===== config.mk =====
export PLATFORM = sky130hd
export DESIGN_NAME = html_readable_text_extractor
export DESIGN_NICKNAME = d
export VERILOG_FILES = /design/src/rtl/htmltx_pkg.sv /design/src/rtl/html_readable_text_extractor.sv
export SDC_FILE = /design/constraint.sdc
export NUM_CORES = 1
export LEC_CHECK = 0
export BUFFER_PORTS_ARGS = -buffer_cell sky130_fd_sc_hd__clkbuf_2
export CAP_MARGIN = 25
export CORE_ASPECT_RATIO = 0.75
export CORE_MARGIN = 5
export CORE_UTILIZATION = 45
export CTS_CLUSTER_SIZE = 28
export DETAILED_ROUTE_END_ITERATION = 10
export GPL_TIMING_DRIVEN = 1
export PLACE_DENSITY_LB_ADDON = 0.1
export REMOVE_ABC_BUFFERS = 1
export SLEW_MARGIN = 5
export SYNTH_ARGS = -nofsm -noshare
export SYNTH_HDL_FRONTEND = slang
export SYNTH_SLANG_ARGS = --single-unit

===== constraint.sdc =====
create_clock -name clk -period 11.7 [get_ports clk]
set_input_delay 0.585 -clock clk [delete_from_list [all_inputs] [get_ports clk]]
set_output_delay 0.585 -clock clk [all_outputs]
set_load 0.02 [all_outputs]

===== src/rtl/htmltx_pkg.sv =====
package htmltx_pkg;

  // Lookahead window geometry
  localparam int WinDepth = 9;
  localparam int FillW    = 4;
  localparam int PatW     = 8 * WinDepth;

  typedef logic [WinDepth-1:0][7:0] win_t;
  typedef logic [FillW-1:0]         fill_t;

  // Characters the decision logic looks at or produces
  localparam logic [7:0] ChLess    = 8'h3C;
  localparam logic [7:0] ChGreater = 8'h3E;
  localparam logic [7:0] ChAmp     = 8'h26;
  localparam logic [7:0] ChQuote   = 8'h22;
  localparam logic [7:0] ChSpace   = 8'h20;
  localparam logic [7:0] ChTab     = 8'h09;
  localparam logic [7:0] ChCr      = 8'h0D;

  // Patterns, first character in the top byte, padded with zeros
  localparam logic [PatW-1:0] PatScriptOpen  = {"<script", 16'h0};
  localparam logic [PatW-1:0] PatStyleOpen   = {"<style", 24'h0};
  localparam logic [PatW-1:0] PatScriptClose = "</script>";
  localparam logic [PatW-1:0] PatStyleClose  = {"</style>", 8'h0};
  localparam logic [PatW-1:0] PatLt          = {"&lt;", 40'h0};
  localparam logic [PatW-1:0] PatGt          = {"&gt;", 40'h0};
  localparam logic [PatW-1:0] PatAmp         = {"&amp;", 32'h0};
  localparam logic [PatW-1:0] PatQuot        = {"&quot;", 24'h0};
  localparam logic [PatW-1:0] PatNbsp        = {"&nbsp;", 24'h0};

  localparam fill_t LenScriptOpen  = 4'd7;
  localparam fill_t LenStyleOpen   = 4'd6;
  localparam fill_t LenScriptClose = 4'd9;
  localparam fill_t LenStyleClose  = 4'd8;
  localparam fill_t LenLt          = 4'd4;
  localparam fill_t LenGt          = 4'd4;
  localparam fill_t LenAmp         = 4'd5;
  localparam fill_t LenQuot        = 4'd6;
  localparam fill_t LenNbsp        = 4'd6;

  // Compare the head of the window with a pattern; bytes past the fill never match
  function automatic logic win_match(win_t w, fill_t f, logic [PatW-1:0] pat, fill_t len);
    logic ok;
    ok = (f >= len);
    for (int i = 0; i < WinDepth; i++) begin
      if (fill_t'(i) < len && w[i] != pat[PatW-1-8*i -: 8]) begin
        ok = 1'b0;
      end
    end
    return ok;
  endfunction

  // Space or one of the control characters tab to carriage return
  function automatic logic is_space(logic [7:0] c);
    return (c == ChSpace) || (c >= ChTab && c <= ChCr);
  endfunction

endpackage


===== src/rtl/html_readable_text_extractor.sv =====
// HTML text extractor. Takes one byte of a page per transfer and returns
// its readable text: tags, script and style bodies are dropped, five named
// entities are decoded and whitespace runs collapse to one space. Every
// decision is made on the oldest byte of a 9-byte window, so text lags the
// input by 8 bytes; a result passes through the input register and then the
// output register, and out_stall can hold it in between. An ordinary byte
// gives zero or one result with last_of_run set. A byte with end_of_page set
// drains the window from the stored window one byte per cycle while out_stall
// does not hold the output: the push and first decision, up to 8 more
// decisions, then the bare end marker with has_byte low and end_of_document
// high. in_stall stays high until the cycle of the end marker. All state then
// returns to its reset value, so the next byte starts a new page.
module html_readable_text_extractor (
  input  logic       clk,
  input  logic       rst,
  input  logic       in_valid,
  output logic       in_stall,
  input  logic [7:0] html_byte,
  input  logic       end_of_page,
  output logic       out_valid,
  input  logic       out_stall,
  output logic [7:0] text_byte,
  output logic       has_byte,
  output logic       end_of_document,
  output logic       last_of_run
);
  import htmltx_pkg::*;

  // Input register
  logic       in_vq;
  logic [7:0] in_byte_q;
  logic       in_eop_q;

  // Extraction state
  win_t  win;
  fill_t fill;
  fill_t skip;
  logic  inside_tag;
  logic  inside_script;
  logic  inside_style;
  logic  prev_space;
  logic  pushed;

  // Combinational view
  win_t       wsel;
  fill_t      fsel;
  logic       do_dec;
  logic       marker;
  logic       advance;
  logic       done;
  logic [7:0] c;
  logic [7:0] txt;
  logic       txt_v;
  logic [7:0] emit_c;
  logic       emit_v;
  logic       res_v;
  fill_t      skip_next;
  logic       tag_next;
  logic       script_next;
  logic       style_next;
  logic       prev_next;

  // Window as seen by this cycle: new byte inserted unless already pushed
  always_comb begin
    for (int i = 0; i < WinDepth; i++) begin
      wsel[i] = (!pushed && fill == fill_t'(i)) ? in_byte_q : win[i];
    end
    fsel = pushed ? fill : fill + fill_t'(1);
  end

  assign do_dec  = in_eop_q ? (fsel != '0) : (fsel == fill_t'(WinDepth));
  assign marker  = in_eop_q && (fsel == '0);
  assign done    = !in_eop_q || marker;
  assign advance = in_vq && (!out_valid || !out_stall);
  assign c       = wsel[0];

  // Decide the oldest byte
  always_comb begin
    skip_next   = skip;
    tag_next    = inside_tag;
    script_next = inside_script;
    style_next  = inside_style;
    prev_next   = prev_space;
    txt         = c;
    txt_v       = 1'b0;
    emit_c      = c;
    emit_v      = 1'b0;
    if (skip != '0) begin
      skip_next = skip - fill_t'(1);
    end else if (inside_tag) begin
      if (c == ChGreater) begin
        tag_next = 1'b0;
      end
    end else if (inside_script || inside_style) begin
      if (win_match(wsel, fsel, PatScriptClose, LenScriptClose)) begin
        script_next = 1'b0;
        skip_next   = LenScriptClose - fill_t'(1);
      end else if (win_match(wsel, fsel, PatStyleClose, LenStyleClose)) begin
        style_next = 1'b0;
        skip_next  = LenStyleClose - fill_t'(1);
      end
    end else if (c == ChLess) begin
      tag_next = 1'b1;
      if (win_match(wsel, fsel, PatScriptOpen, LenScriptOpen)) begin
        script_next = 1'b1;
      end
      if (win_match(wsel, fsel, PatStyleOpen, LenStyleOpen)) begin
        style_next = 1'b1;
      end
    end else if (c == ChAmp && win_match(wsel, fsel, PatLt, LenLt)) begin
      txt       = ChLess;
      txt_v     = 1'b1;
      skip_next = LenLt - fill_t'(1);
    end else if (c == ChAmp && win_match(wsel, fsel, PatGt, LenGt)) begin
      txt       = ChGreater;
      txt_v     = 1'b1;
      skip_next = LenGt - fill_t'(1);
    end else if (c == ChAmp && win_match(wsel, fsel, PatAmp, LenAmp)) begin
      txt       = ChAmp;
      txt_v     = 1'b1;
      skip_next = LenAmp - fill_t'(1);
    end else if (c == ChAmp && win_match(wsel, fsel, PatQuot, LenQuot)) begin
      txt       = ChQuote;
      txt_v     = 1'b1;
      skip_next = LenQuot - fill_t'(1);
    end else if (c == ChAmp && win_match(wsel, fsel, PatNbsp, LenNbsp)) begin
      txt       = ChSpace;
      txt_v     = 1'b1;
      skip_next = LenNbsp - fill_t'(1);
    end else begin
      txt_v = 1'b1;
    end

    // Collapse whitespace runs
    if (txt_v) begin
      if (is_space(txt)) begin
        emit_c    = ChSpace;
        emit_v    = !prev_space;
        prev_next = 1'b1;
      end else begin
        emit_c    = txt;
        emit_v    = 1'b1;
        prev_next = 1'b0;
      end
    end
  end

  assign res_v    = do_dec ? emit_v : marker;
  assign in_stall = in_vq && !(advance && done);

  // Input register: hold the item until its last result is produced
  always_ff @(posedge clk) begin
    if (rst) begin
      in_vq <= 1'b0;
    end else if (in_valid && !in_stall) begin
      in_vq <= 1'b1;
    end else if (advance && done) begin
      in_vq <= 1'b0;
    end
  end

  always_ff @(posedge clk) begin
    if (in_valid && !in_stall) begin
      in_byte_q <= html_byte;
      in_eop_q  <= end_of_page;
    end
  end

  // Advance the window and the parser flags
  always_ff @(posedge clk) begin
    if (rst) begin
      win           <= '0;
      fill          <= '0;
      skip          <= '0;
      inside_tag    <= 1'b0;
      inside_script <= 1'b0;
      inside_style  <= 1'b0;
      prev_space    <= 1'b1;
      pushed        <= 1'b0;
    end else if (advance) begin
      if (marker) begin
        win           <= '0;
        fill          <= '0;
        skip          <= '0;
        inside_tag    <= 1'b0;
        inside_script <= 1'b0;
        inside_style  <= 1'b0;
        prev_space    <= 1'b1;
        pushed        <= 1'b0;
      end else if (do_dec) begin
        for (int i = 0; i < WinDepth - 1; i++) begin
          win[i] <= wsel[i+1];
        end
        win[WinDepth-1] <= '0;
        fill            <= fsel - fill_t'(1);
        skip            <= skip_next;
        inside_tag      <= tag_next;
        inside_script   <= script_next;
        inside_style    <= style_next;
        prev_space      <= prev_next;
        pushed          <= in_eop_q;
      end else begin
        win  <= wsel;
        fill <= fsel;
      end
    end
  end

  // Output register
  always_ff @(posedge clk) begin
    if (rst) begin
      out_valid <= 1'b0;
    end else if (advance && res_v) begin
      out_valid <= 1'b1;
    end else if (!out_stall) begin
      out_valid <= 1'b0;
    end
  end

  always_ff @(posedge clk) begin
    if (advance && res_v) begin
      text_byte       <= marker ? 8'h00 : emit_c;
      has_byte        <= !marker;
      end_of_document <= marker;
      last_of_run     <= marker || !in_eop_q;
    end
  end

  // A bare marker always closes the page and the run
  assert property (@(posedge clk) disable iff (rst)
    out_valid && !has_byte |-> end_of_document && last_of_run)
    else $error("bare result without end of document");

  // Text results never carry the end of document flag
  assert property (@(posedge clk) disable iff (rst)
    out_valid && has_byte |-> !end_of_document)
    else $error("text result flagged as end of document");

  // The window never rests full
  assert property (@(posedge clk) disable iff (rst)
    fill <= fill_t'(WinDepth - 1))
    else $error("window fill out of range");

  // Draining only happens for a held end of page item
  assert property (@(posedge clk) disable iff (rst)
    pushed |-> in_vq && in_eop_q)
    else $error("drain without an end of page item");

endmodule

### Yosys cells after proc, flatten, opt, wreduce, memory -nomap -nowiden

Index checks and enable logic that the tools add are counted.

| word-level totals | value |
|---|---|
| logic and storage cells | 326 |
| register bits after elaboration | 107 |
| input port bits | 13 |

| cells by class | value |
|---|---|
| add/subtract/negate cells | 3 |
| $lt $le $gt $ge | 8 |
| reductions and logical operators | 50 |
| eq/ne operators | 63 |
| multiplexer cells | 178 |

Operators by type and width:

| operator | number |
|---|---|
| $ne 8x7->1 const B | 33 |
| $mux 8 | 20 |
| $mux 72 | 2 |
| $mux 1 | 140 |
| $mux 4 | 16 |
| $ne 8x6->1 const B | 8 |
| $eq 8x6->1 const B | 4 |
| $logic_and 1x1->1 | 21 |
| $eq 4x3->1 const B | 4 |
| $ge 4x3->1 const B | 4 |
| $reduce_bool 3->1 | 3 |
| $eq 4x2->1 const B | 2 |
| $eq 4x4->1 const B | 2 |
| $ge 4x4->1 const B | 2 |
| $ge 8x4->1 const B | 1 |
| $le 8x4->1 const B | 1 |
| $logic_not 1->1 | 8 |
| $logic_not 4->1 | 2 |
| $reduce_and 8->1 | 1 |
| $reduce_bool 4->1 | 2 |
| $reduce_bool 8->1 | 1 |
| $sub 4x1->4 const B | 2 |
| $reduce_and 7->1 | 1 |
| $ne 3x2->1 const B | 2 |
| other kinds (13) | 20 |

### Depth between registers and ports, before layout

| logic depth | value |
|---|---|
| depth in word-level cells | 60 |
| gate-level depth with buffers | 14 |
| mapped depth without buffers | 13 |

### Worst setup path after synthesis

Ideal clock, no wire load.

| timing path | value |
|---|---|
| path kind | register -> register |
| start | register fill[0] |
| end | register end_of_document, enable pin |
| path slack | 7.982 ns |
| path buffers | 1 |
| required time | 11.317 ns |
| data arrival time | 3.335 ns |
| clock period less this slack | 3.718 ns |
| cell stages (with the launch flop) | 13 |
| setup time | 0.383 ns |
| path through | dfxtp_1 -> inv_1 -> ha_1 -> or4b_1 -> clkbuf_1 -> or3_1 -> a311oi_1 -> nand4b_1 -> o21a_1 -> nand2b_1 -> a41oi_1 -> o21ai_1 -> a21oi_1 |

| between the ends | value |
|---|---|
| word-level cells in the longest chain between the ends | 35 |
| elaborated cells on any way between the ends | 128 |

Ends and longest elaborated chain:

| item | line | text |
|---|---|---|
| start: declaration | html_readable_text_extractor.sv:36 | `fill_t fill;` |
| start signal: assignment | html_readable_text_extractor.sv:195 | `fill <= fsel - fill_t'(1);` |
| start signal: assignment | html_readable_text_extractor.sv:204 | `fill <= fsel;` |
| branches (longest 33 deep; another with $add 4x1->4) | n/a |  |
| $mux 1 (*) | html_readable_text_extractor.sv:148 | `assign res_v = do_dec ? emit_v : marker;` |
| $logic_and 1x1->1 (*) | html_readable_text_extractor.sv:221 | `if (advance && res_v) begin` |
| end signal: assignment | html_readable_text_extractor.sv:224 | `end_of_document <= marker;` |
| end: declaration | html_readable_text_extractor.sv:24 | `output logic end_of_document,` |

Every way passes the cells marked *. The select of a mux whose other input is x is not followed.
A chain may end at the register's enable or synchronous reset.

### Worst setup path in the final report

| timing path | value |
|---|---|
| start | register pushed |
| end | register text_byte[5], enable pin |

| between the ends | value |
|---|---|
| word-level cells in the longest chain between the ends | 35 |
| elaborated cells on any way between the ends | 122 |

Ends and longest elaborated chain:

| item | line | text |
|---|---|---|
| start: declaration | html_readable_text_extractor.sv:42 | `logic pushed;` |
| start signal: assignment | html_readable_text_extractor.sv:201 | `pushed <= in_eop_q;` |
| $logic_not 1->1 | html_readable_text_extractor.sv:66 | `wsel[i] = (!pushed && fill == fill_t'(i)) ? in_byte_q : win[i];` |
| $logic_and 1x1->1 | html_readable_text_extractor.sv:66 |  |
| $mux 8 | html_readable_text_extractor.sv:66 |  |
| $ne 8x6->1 | htmltx_pkg.sv:46 | `if (fill_t'(i) < len && w[i] != pat[PatW-1-8*i -: 8]) begin` |
| $mux 1 (6 in a row) | htmltx_pkg.sv:46 |  |
| $mux 1 | html_readable_text_extractor.sv:122 | `end else if (c == ChAmp && win_match(wsel, fsel, PatQuot, LenQuot)) begin` |
| $mux 1 | html_readable_text_extractor.sv:118 | `end else if (c == ChAmp && win_match(wsel, fsel, PatAmp, LenAmp)) begin` |
| $mux 1 | html_readable_text_extractor.sv:114 | `end else if (c == ChAmp && win_match(wsel, fsel, PatGt, LenGt)) begin` |
| (+14 left out) | n/a |  |
| $mux 8 | html_readable_text_extractor.sv:88 | `if (skip != '0) begin` |
| $ge 8x4->1 / $le 8x4->1 (equally long branches) | htmltx_pkg.sv:55 | `return (c == ChSpace) \|\| (c >= ChTab && c <= ChCr);` |
| $logic_and 1x1->1 | htmltx_pkg.sv:55 |  |
| $logic_or 1x1->1 | htmltx_pkg.sv:55 |  |
| $mux 1 | html_readable_text_extractor.sv:136 | `if (is_space(txt)) begin` |
| $mux 1 | html_readable_text_extractor.sv:135 | `if (txt_v) begin` |
| $mux 1 (*) | html_readable_text_extractor.sv:148 |  |
| $logic_and 1x1->1 (*) | html_readable_text_extractor.sv:221 |  |
| end signal: assignment | html_readable_text_extractor.sv:222 | `text_byte <= marker ? 8'h00 : emit_c;` |
| end: declaration | html_readable_text_extractor.sv:22 | `output logic [7:0] text_byte,` |

Mark *: on every way between the ends. The rest lies on a longest branch, timed or not. The select of a mux whose other input is x is not followed.

==> results.toml <==
[detailed_routing]
wl_met3_um = 2600
drtIter0Drc = 1103
ant_nets = 0
via_per_inst = 6.55
topRoutingLayerUsed = "met4"
m1WireLength_um = 13000
drc = 0
routed_wl_um = 27900
dr.pass1.iters = 6
vias = 7900
wl_met2_um = 11600
routedWlPerCell_um = 23.1

[timing]
fmax_ghz = 0.215
setup-violations-final = 0
fin_crit_ns = 4.66
slew-limit-headroom = 0.339
tightest_slew_ns = 0.990
clock_skew_ns = 0.0162
finalSetupTns_ns = 0
grt_setup_unrepaired = "false"
slew_viol_final = 0
hold_viol = 0
fin_crit_sh = 0.398

[floorplanning]
die_area_um2 = 20100
die_x_um = 162
io_pins = 26
rows = 41
die_h_um = 124
placeableCoreArea_um2 = 16900
start_util = 0.460

[cts]
cts_tree = "yes"
htree_levels = 3
cts_sinks = 107
cts_buffer_depth = 2
insertion_delay_ns = 0.38
ctsHoldBuffers = 0
post-cts-setup-buffers = 0
ctsRootBufferMaster = "clkbuf_16"
numCtsBuffers = 9
cts_resized = 0
clkTransAtPathRegs_ns = 0.09

[logic_synthesis]
yosysMostFrequentCell = "nand2_1"
synth_seq_cells = 107
synth_enable_flop_cells = 20
synth_ff_type = "dfxtp_1"
syn_inst = 1011
yosysWarnings = 0
ys_top_cells_by_count = "nand2_1 (152), a21oi_1 (100), dfxtp_1 (87), nor2_1 (86), clkbuf_1 (70)"
yosys.area.top_type = "dfxtp_1"
synth-seq-area-share = 0.301
synthTopCellsByArea = "dfxtp_1 (22%), edfxtp_1 (7.7%), nand2_1 (7.3%), mux2i_1 (6.9%), a21oi_1 (6.4%)"
synth_top_area_frac = 0.224
synth.distinct_cells = 76
synth-async-reset-ratio = 0
syn_area_um2 = 7790
avgSynthCellArea_um2 = 7.71

[job]
drv_cap = 0

[place]
dp_hpwl_um = 19100
place_congestion = 1.03
place_area_um2 = 8090
portBuffers = 25

[finish]
drive_above_1_share = 0.102
design_area_um2 = 8430
fillCellCount = 1706
finalNetCount = 1008
syn_to_final_growth_pct = 8.25
num_antenna_cells = 0

[setup_path]
criticalPathCategory = "reg2reg"
setup.worst_path.start_class = "register"
critPathArrivalTime_ns = 4.79
required_ns = 11.83
reg2reg_depth = 10
r2r_slack_ns = 7.04
crit_fanout = 22
worstReg2RegStart = "pushed"
cp-end-kind = "register"
reg2reg_to = "text_byte[5]"

[outcome]
status = "complete, no violations"

[power]
power.density_nw_per_um2 = 121
p_leak_nw = 2.75
peakVddDrop_mv = 0.0653

[hold_path]
hold_end = "in_byte_q[1]"
hp-start = "html_byte[1]"
hold_path_class = "in2reg"
hold_depth = 1

[global_routing]
grt.overflow.total = 0
grt_pass1_wl_um = 43500
grt_max_degree = 66
grt_pass1_vias = 7477
grt_use_total = 0.279
antenna_found_initial = 0
==> power by group <==
| group | internal (mW) | switching [mW] | total (mW) |
|---|---|---|---|
| sequential | 0.399 | 0.0234 | 0.423 |
| combinational | 0.0883 | 0.185 | 0.273 |
| clock | 0.157 | 0.167 | 0.324 |
==> critical path: stages, from the launching register on <==
cell and delay [ns]:
dfxtp_1 0.98, or4b_1 0.76, mux2_1 0.40, or4_1 0.49, or4b_1 0.57, a21o_1 0.22, a211oi_1 0.24, o21bai_1 0.13
o21ai_1 0.20, a21oi_1 0.20, buf_4 0.22
==> placed cells by master, fill, tap and decap left out, drive strengths merged, types with 9 or more instances in the layout <==
cell type	netlist	layout
a211oi	13	13
a21oi	100	100
a221oi	27	27
a22oi	16	16
a31oi	19	19
and2	12	12
buf	16	26
clkbuf	70	33
dfxtp	87	87
edfxtp	20	20
ha	9	9
inv	15	19
mux2	16	16
mux2i	54	54
nand2	152	152
nand2b	15	15
nand3	22	22
nand4	21	21
nand4b	11	11
nor2	86	86
nor2b	13	13
nor3	11	11
nor3b	12	12
nor4	9	9
nor4b	10	10
nor4bb	16	16
o21ai	45	45
or4	9	9
==> worst max path at each step <==
stage | start | to | slack [ns] | cells past startpoint
final | pushed | text_byte[5] | 7.04 | 10
after global routing | pushed | text_byte[5] | 6.84 | 10
after CTS | pushed | end_of_document | 6.95 | 9
after detailed placement | pushed | text_byte[7] | 6.98 | 9
after global placement | pushed | text_byte[6] | 7.08 | 9
after floorplan | fill[2] | end_of_document | 6.96 | 9
==> flip-flops by register name, indices dropped and copies added (netlist names), 4 cells and up <==
name and flops:
skip 4, in_byte_q 8, win 72, fill 4, text_byte 8
==> stage by stage <==
stage	hold slack, ns	utilization	power (mW)	std cells	setup WS (ns)
after detailed placement	0.445	0.478	0.697	1188	6.98
after CTS	0.371	0.497	1.02	1204	6.95
after global placement	0.441	0.477	0.698	1187	7.08
after floorplan	0.425	-	0.596	925	6.96
final	0.378	0.498	1.02	1206	7.04
after global routing	0.360	0.498	1.07	1206	6.84
==> layer usage <==
layer / vias up / global-route usage
met3: 48 / 0.0579
li1: 3717 / -
met4: 0 / 0.0956
met2: 395 / 0.403
met1: 3740 / 0.412
met5: - / 0
==> area by class of cell <==
class,instances,area [um^2],share of cell area
Multi-Input combinational cell,802,5120,0.607
Sequential cell,107,2340,0.278
Timing Repair Buffer,50,323,0.0383
Tap cell,215,269,0.0319
Clock buffer,9,225,0.0267
Clock inverter,7,96.3,0.0114
Inverter,16,60.1,0.00712
==> cells by family (layout without fill, tap and decap cells) <==
logic type                 count (synthesis)  after routing  synth area share
adders and majority gates                  9              9            0.0145
muxes                                     70             70            0.0925
and+or+nand+nor                          442            442             0.306
DFF                                      107            107             0.301
AOI/OAI and AO/OA                        271            271             0.224
buffers and inverters                    102             82            0.0515
xor gates and xnor gates                  10             10            0.0112
No activity file was read; power rests on OpenSTA's default activity.
